### config.mk
export PLATFORM = sky130hd
export DESIGN_NAME = debounced_rotation_session_counter_core
export DESIGN_NICKNAME = d
export VERILOG_FILES = /design/src/rtl/core/drsc_pkg.sv /design/src/rtl/core/debounced_rotation_session_counter_core.sv
export SDC_FILE = /design/constraint.sdc
export NUM_CORES = 1
export LEC_CHECK = 0
export ABC_AREA = 1
export BUFFER_PORTS_ARGS = -buffer_cell sky130_fd_sc_hd__buf_2
export CAP_MARGIN = 30
export CELL_PAD_IN_SITES_DETAIL_PLACEMENT = 0
export CELL_PAD_IN_SITES_GLOBAL_PLACEMENT = 1
export CORE_MARGIN = 4
export CORE_UTILIZATION = 40
export DETAILED_ROUTE_END_ITERATION = 16
export GPL_TIMING_DRIVEN = 1
export PLACE_DENSITY = 0.69
export SYNTH_ARGS = -nofsm -noshare
export SYNTH_HDL_FRONTEND = slang
export SYNTH_SLANG_ARGS = --single-unit
### constraint.sdc
create_clock -name clock -period 9.4 [get_ports clock]
set_input_delay 0.47 -clock clock [delete_from_list [all_inputs] [get_ports clock]]
set_output_delay 0.47 -clock clock [all_outputs]
set_load 0.05 [all_outputs]
### src/rtl/core/drsc_pkg.sv
// shared constants for the debounced rotation session counter
`default_nettype none

package drsc_pkg;

   localparam int unsigned CSR_DATA_WIDTH  = 32;
   localparam int unsigned CSR_INDEX_WIDTH = 2;
   localparam int unsigned TIME_WIDTH      = 32;
   localparam int unsigned DEBOUNCE_WIDTH  = 16;
   localparam int unsigned REPORT_WIDTH    = 16;

   localparam int unsigned COUNT_WIDTH_DEFAULT = 16;

   typedef logic [CSR_INDEX_WIDTH-1:0] csr_index_type;

   localparam csr_index_type CSR_DEBOUNCE = 2'd0;
   localparam csr_index_type CSR_INACTIVE = 2'd1;
   localparam csr_index_type CSR_SLEEP    = 2'd2;

   localparam logic [DEBOUNCE_WIDTH-1:0] DEBOUNCE_RESET = 16'd5;
   localparam logic [TIME_WIDTH-1:0]     INACTIVE_RESET = 32'd5000;
   localparam logic [TIME_WIDTH-1:0]     SLEEP_RESET    = 32'd20000;

endpackage : drsc_pkg

`default_nettype wire

### src/rtl/core/debounced_rotation_session_counter_core.sv
// Usage: one transfer on the req channel is one millisecond tick carrying the
// sampled switch level and the link-ready flag. Every tick gives exactly one
// transfer on the rsp channel: report_valid with the finished session count,
// and sleep_request once the reported session has been idle past sleep_ticks.
// A tick's result is on rsp in the cycle after it is taken; a tick can be
// taken every cycle unless the receiver stalls. All edge, report and sleep
// checks for one tick are parallel 32-bit subtract-and-compare paths ahead
// of the single rsp register. On a stall the rsp register holds its item and
// req_ready drops until that item is taken; req_ready is high again in the
// cycle the rsp transfer completes, so a tick enters as the old result leaves.
// The csr port writes debounce_ticks (index 0), inactive_ticks (1) and
// sleep_ticks (2); other indexes are ignored. Write only while no tick is in
// flight.
// Reset clears the tick counter, the edge and activity times and the count,
// marks the session as reported, loads the register defaults (5, 5000, 20000)
// and empties the rsp register.
`default_nettype none

module debounced_rotation_session_counter_core
   import drsc_pkg::*;
#(
   parameter int unsigned COUNT_WIDTH = COUNT_WIDTH_DEFAULT
) (
   input  wire logic                      clock,
   input  wire logic                      reset,
   input  wire logic                      req_valid,
   output logic                           req_ready,
   input  wire logic                      req_switch_level,
   input  wire logic                      req_link_ready,
   output logic                           rsp_valid,
   input  wire logic                      rsp_ready,
   output logic                           rsp_report_valid,
   output logic [REPORT_WIDTH-1:0]        rsp_report_count,
   output logic                           rsp_sleep_request,
   input  wire logic                      csr_we,
   input  wire logic [CSR_INDEX_WIDTH-1:0] csr_index,
   input  wire logic [CSR_DATA_WIDTH-1:0] csr_wdata
);

   localparam logic [COUNT_WIDTH-1:0] COUNT_MAX = '1;

   // configuration
   logic [DEBOUNCE_WIDTH-1:0] debounce_ff;
   logic [TIME_WIDTH-1:0]     inactive_ff;
   logic [TIME_WIDTH-1:0]     sleep_ff;

   // session state
   logic [TIME_WIDTH-1:0]  now_ff, now_in;
   logic                   prev_level_ff, prev_level_in;
   logic [TIME_WIDTH-1:0]  last_edge_ff, last_edge_in;
   logic [TIME_WIDTH-1:0]  last_activity_ff, last_activity_in;
   logic [COUNT_WIDTH-1:0] count_ff, count_in;
   logic                   reported_ff, reported_in;

   // result register
   logic                    rsp_valid_ff, rsp_valid_in;
   logic                    report_valid_ff, report_valid_in;
   logic [REPORT_WIDTH-1:0] report_count_ff, report_count_in;
   logic                    sleep_request_ff, sleep_request_in;

   logic                  accept;
   logic [TIME_WIDTH-1:0] since_edge;
   logic [TIME_WIDTH-1:0] since_activity;
   logic                  edge_counted;
   logic                  report_now;
   logic                  sleep_now;
   logic [TIME_WIDTH-1:0] count_wide;

   assign req_ready = ~rsp_valid_ff | rsp_ready;
   assign accept    = req_valid & req_ready;

   assign since_edge     = now_ff - last_edge_ff;
   assign since_activity = now_ff - last_activity_ff;

   assign edge_counted = req_switch_level & ~prev_level_ff
                         & (since_edge > TIME_WIDTH'(debounce_ff));

   // a counted edge restarts the idle time; neither check fires on its tick
   assign report_now = req_link_ready & ~edge_counted & ~reported_ff
                       & (since_activity > inactive_ff);
   assign sleep_now  = req_link_ready & ~edge_counted & reported_ff
                       & (since_activity > sleep_ff);

   assign count_wide = TIME_WIDTH'(count_ff);

   always_comb begin
      now_in           = now_ff;
      prev_level_in    = prev_level_ff;
      last_edge_in     = last_edge_ff;
      last_activity_in = last_activity_ff;
      count_in         = count_ff;
      reported_in      = reported_ff;
      rsp_valid_in     = rsp_valid_ff & ~rsp_ready;
      report_valid_in  = report_valid_ff;
      report_count_in  = report_count_ff;
      sleep_request_in = sleep_request_ff;
      if (accept) begin
         now_in        = now_ff + 1'b1;
         prev_level_in = req_switch_level;
         if (edge_counted) begin
            if (count_ff != COUNT_MAX) begin
               count_in = count_ff + 1'b1;
            end
            last_edge_in     = now_ff;
            last_activity_in = now_ff;
            reported_in      = 1'b0;
         end
         if (report_now) begin
            count_in         = '0;
            last_activity_in = now_ff;
            reported_in      = 1'b1;
         end
         rsp_valid_in     = 1'b1;
         report_valid_in  = report_now;
         report_count_in  = report_now ? count_wide[REPORT_WIDTH-1:0] : '0;
         sleep_request_in = sleep_now;
      end
   end

   always_ff @(posedge clock) begin
      if (reset) begin
         debounce_ff <= DEBOUNCE_RESET;
         inactive_ff <= INACTIVE_RESET;
         sleep_ff    <= SLEEP_RESET;
      end else if (csr_we) begin
         unique case (csr_index)
            CSR_DEBOUNCE: debounce_ff <= csr_wdata[DEBOUNCE_WIDTH-1:0];
            CSR_INACTIVE: inactive_ff <= csr_wdata[TIME_WIDTH-1:0];
            CSR_SLEEP:    sleep_ff    <= csr_wdata[TIME_WIDTH-1:0];
            default:      ;
         endcase
      end
   end

   always_ff @(posedge clock) begin
      if (reset) begin
         now_ff           <= '0;
         prev_level_ff    <= 1'b0;
         last_edge_ff     <= '0;
         last_activity_ff <= '0;
         count_ff         <= '0;
         reported_ff      <= 1'b1;
         rsp_valid_ff     <= 1'b0;
      end else begin
         now_ff           <= now_in;
         prev_level_ff    <= prev_level_in;
         last_edge_ff     <= last_edge_in;
         last_activity_ff <= last_activity_in;
         count_ff         <= count_in;
         reported_ff      <= reported_in;
         rsp_valid_ff     <= rsp_valid_in;
      end
   end

   always_ff @(posedge clock) begin
      report_valid_ff  <= report_valid_in;
      report_count_ff  <= report_count_in;
      sleep_request_ff <= sleep_request_in;
   end

   assign rsp_valid         = rsp_valid_ff;
   assign rsp_report_valid  = report_valid_ff;
   assign rsp_report_count  = report_count_ff;
   assign rsp_sleep_request = sleep_request_ff;

endmodule : debounced_rotation_session_counter_core

`default_nettype wire

==> flow_summary.ini <==
[detailed_routing]
postRouteAntennaNets = 0
dr.pass1.iters = 4
drtIter0Drc = 575
routed_wl_mm = 39.2
drcViolationCount = 0
wl_per_cell_um = 15.2
vias_per_cell = 4.94
routed-via-count = 12700

[worst_hold_path]
hold_path.class = in2reg
min-delay-start = req_switch_level
min_path_cells = 3
min_to = prev_level_ff

[timing]
rsz0062_at_grt = no
relSlewSlack = 0.344
clock_skew_ns = 0.0264
fmax_mhz = 171
hold_viol_final = 0
period_share = 0.622
whs_ns = 0.169
period_minus_slack_ns = 5.85
worstMarginPinSlew_ns = 0.984
finalSetupViolCount = 0
drv_slew = 0
fin_setup_tns_ns = 0
finalWorstSetupSlack_ns = 3.55

[floorplanning]
start_util = 0.408
io_pins = 61
die_area_um2 = 38500
die_h_um = 196
core-area_um2 = 34700
rows = 68
die_x_um = 196

[setup_path]
critPathCaptureType = flop
crit_fanout = 63
timing.rr.start = now_ff[0]
cp.arrival_ns = 6.26
start_kind = flop
cp.required_ns = 9.82
timing.critical_path.from = now_ff[0]
crit_type = reg2reg
rr_endpoint = count_ff[7]
r2r_slack_ns = 3.55
reg2reg_depth = 26

[cts]
hold_buffers = 0
clk_latency_ns = 0.56
h-tree-depth = 1
clock_sinks = 213
clk_pin_slew_ns = 0.07
ctsResizeCount = 0
clock_path_buffers = 3
numCtsBuffers = 26
cts_setup_buffers = 0
cts_tree = built
clockRootBuffer = clkbuf_16

[yosys]
synth_top_family_by_area = simple AND/OR/NAND/NOR gates
ys_seq_area_frac = 0.314
synth_area_leaders = dfxtp_1 28%, ha_1 13%, nand2_1 11%
syn_area_um2 = 14200
synth-seq-cells = 213
ys_types = 51
synth-simple-area-share = 0.216
yosys_warnings = 0
synth_cells = 2056
synth-xor-area-share = 0.0371
synthAdderAreaFrac = 0.130
syn_avg_cell_area_um2 = 6.89
syn_nets = 2243
synth.top_cell.area_share = 0.276
yosysTopAreaCell = dfxtp_1
synthMuxAreaShare = 0
synth_compound_area_frac = 0.180

[placed_design]
dp_slack_ns = 3.53
io_buffers = 60
globalplace.congestion = 0.898
place_hpwl_mm = 30.2

[pwr]
total_leakage_power_nw = 7.36
power_density_nw_per_um2 = 169
vdd_ir_drop_max_mv = 0.127

[global_routing]
grt_start_max_net_pins = 107
grt_overflow = 0
track_usage = 0.202
grt_pass1_wl_mm = 64.4
antenna_found_initial = 0
grt_pass1_vias = 12300

[final_layout]
fill_cells = 3677
final_cell_mix = 404 x nand2_1, 388 x inv_1, 257 x a21oi_1, 195 x dfxtp_1, 174 x o21ai_0
syn2layout_area_growth_pct = 11.1
nets = 2283
register_area_um2 = 4440
final_common_cell = nand2_1
layout-drive-gt1-share = 0.0737
antenna_cells = 0
multi_input_area_um2 = 7990

[run_status]
outcome = finished clean

[run]
drv_cap = 0
power by group:
part / switching [mW] / internal, mW
Clock: 0.405 / 0.609
Sequential: 0.0140 / 0.959
Combinational: 0.441 / 0.229
cells in the mapped netlist (all sizes together):
| cell type | n |
|---|---|
| a2111oi | 1 |
| a211oi | 3 |
| a21boi | 7 |
| a21o | 1 |
| a21oi | 258 |
| a221oi | 2 |
| a31oi | 3 |
| and2 | 6 |
| and3 | 2 |
| buf | 20 |
| clkbuf | 36 |
| clkinv | 2 |
| dfxtp | 195 |
| edfxtp | 18 |
| fa | 2 |
| ha | 144 |
| inv | 392 |
| nand2 | 416 |
| nand3 | 78 |
| nand3b | 2 |
| nand4 | 23 |
| nor2 | 131 |
| nor3 | 28 |
| nor4 | 16 |
| o211ai | 16 |
| o21a | 4 |
| o21ai | 179 |
| o21bai | 7 |
| o221a | 1 |
| o221ai | 1 |
| or2 | 2 |
| xnor2 | 13 |
| xor2 | 47 |
worst max-delay path, stage by stage, from the launching register on:
cell and delay (ns):
dfxtp_1 0.32, inv_1 0.14, ha_1 0.17, inv_1 0.06, fa_1 0.41, a21oi_1 0.18, o21bai_1 0.14, a21oi_1 0.26
o21ai_1 0.13, a21boi_0 0.32, o21ai_1 0.18, a21boi_0 0.31, o21bai_1 0.19, a21oi_1 0.18, xor2_1 0.12, ha_1 0.29
nand2_1 0.07, nor4_1 0.54, o211ai_1 0.17, nand2_1 0.09, nand2_1 0.09, o21ai_2 0.17, nand2_4 0.33, inv_2 0.48
nand2_4 0.19, nand2_1 0.11, a21oi_1 0.06
sequential cells by signal (all words and copies together) (netlist names):
signal	flops
reported_ff	1
inactive_ff	32
now_ff	32
sleep_ff	32
debounce_ff	16
last_edge_ff	32
prev_level_ff	1
rsp_sleep_request	1
last_activity_ff	32
count_ff	16
rsp_valid	1
rsp_report_valid	1
rsp_report_count	16
logic make-up after synthesis:
| kind of cell | count (synthesis) |
|---|---|
| xor+xnor | 60 |
| fa+ha+maj | 146 |
| buf+inv | 450 |
| compound gates | 483 |
| flops | 213 |
| simple gates | 704 |
per-stage QoR:
| stage | utilization | instances | cell area [µm²] | total power, mW |
|---|---|---|---|---|
| after floorplan | - | 2056 | 14200 | 1.48 |
| after global routing | 0.453 | 2571 | 15700 | 2.83 |
| after global placement | 0.427 | 2522 | 14800 | 1.66 |
| after detailed placement | 0.428 | 2523 | 14900 | 1.67 |
| after CTS | 0.453 | 2571 | 15700 | 2.70 |
| final | 0.453 | 2571 | 15700 | 2.66 |
how the worst max path moves through the flow:
stage                      endpoint
6_report                count_ff[7]
3_3_place_gp           count_ff[14]
2_1_floorplan  rsp_report_count[10]
4_1_cts                 count_ff[9]
5_1_grt                 count_ff[5]
3_5_place_dp            count_ff[9]
per-layer routing:
layer	global-route usage	wire, µm	vias up
li1	-	-	6728
met1	0.271	18900	5767
met2	0.352	18300	150
met3	0.0204	1110	45
met4	0.0471	867	0
met5	0	0	-
area by class of cell:
cell class              count  share of cell area
clock buffers              41              0.0533
clock inverters             7             0.00270
inverters                 394              0.0941
multi-input cells        1393               0.508
flip-flops and latches    213               0.282
well taps                 455              0.0362
repair buffers             68              0.0237
Note: power is estimated with default switching activity, not from simulation.
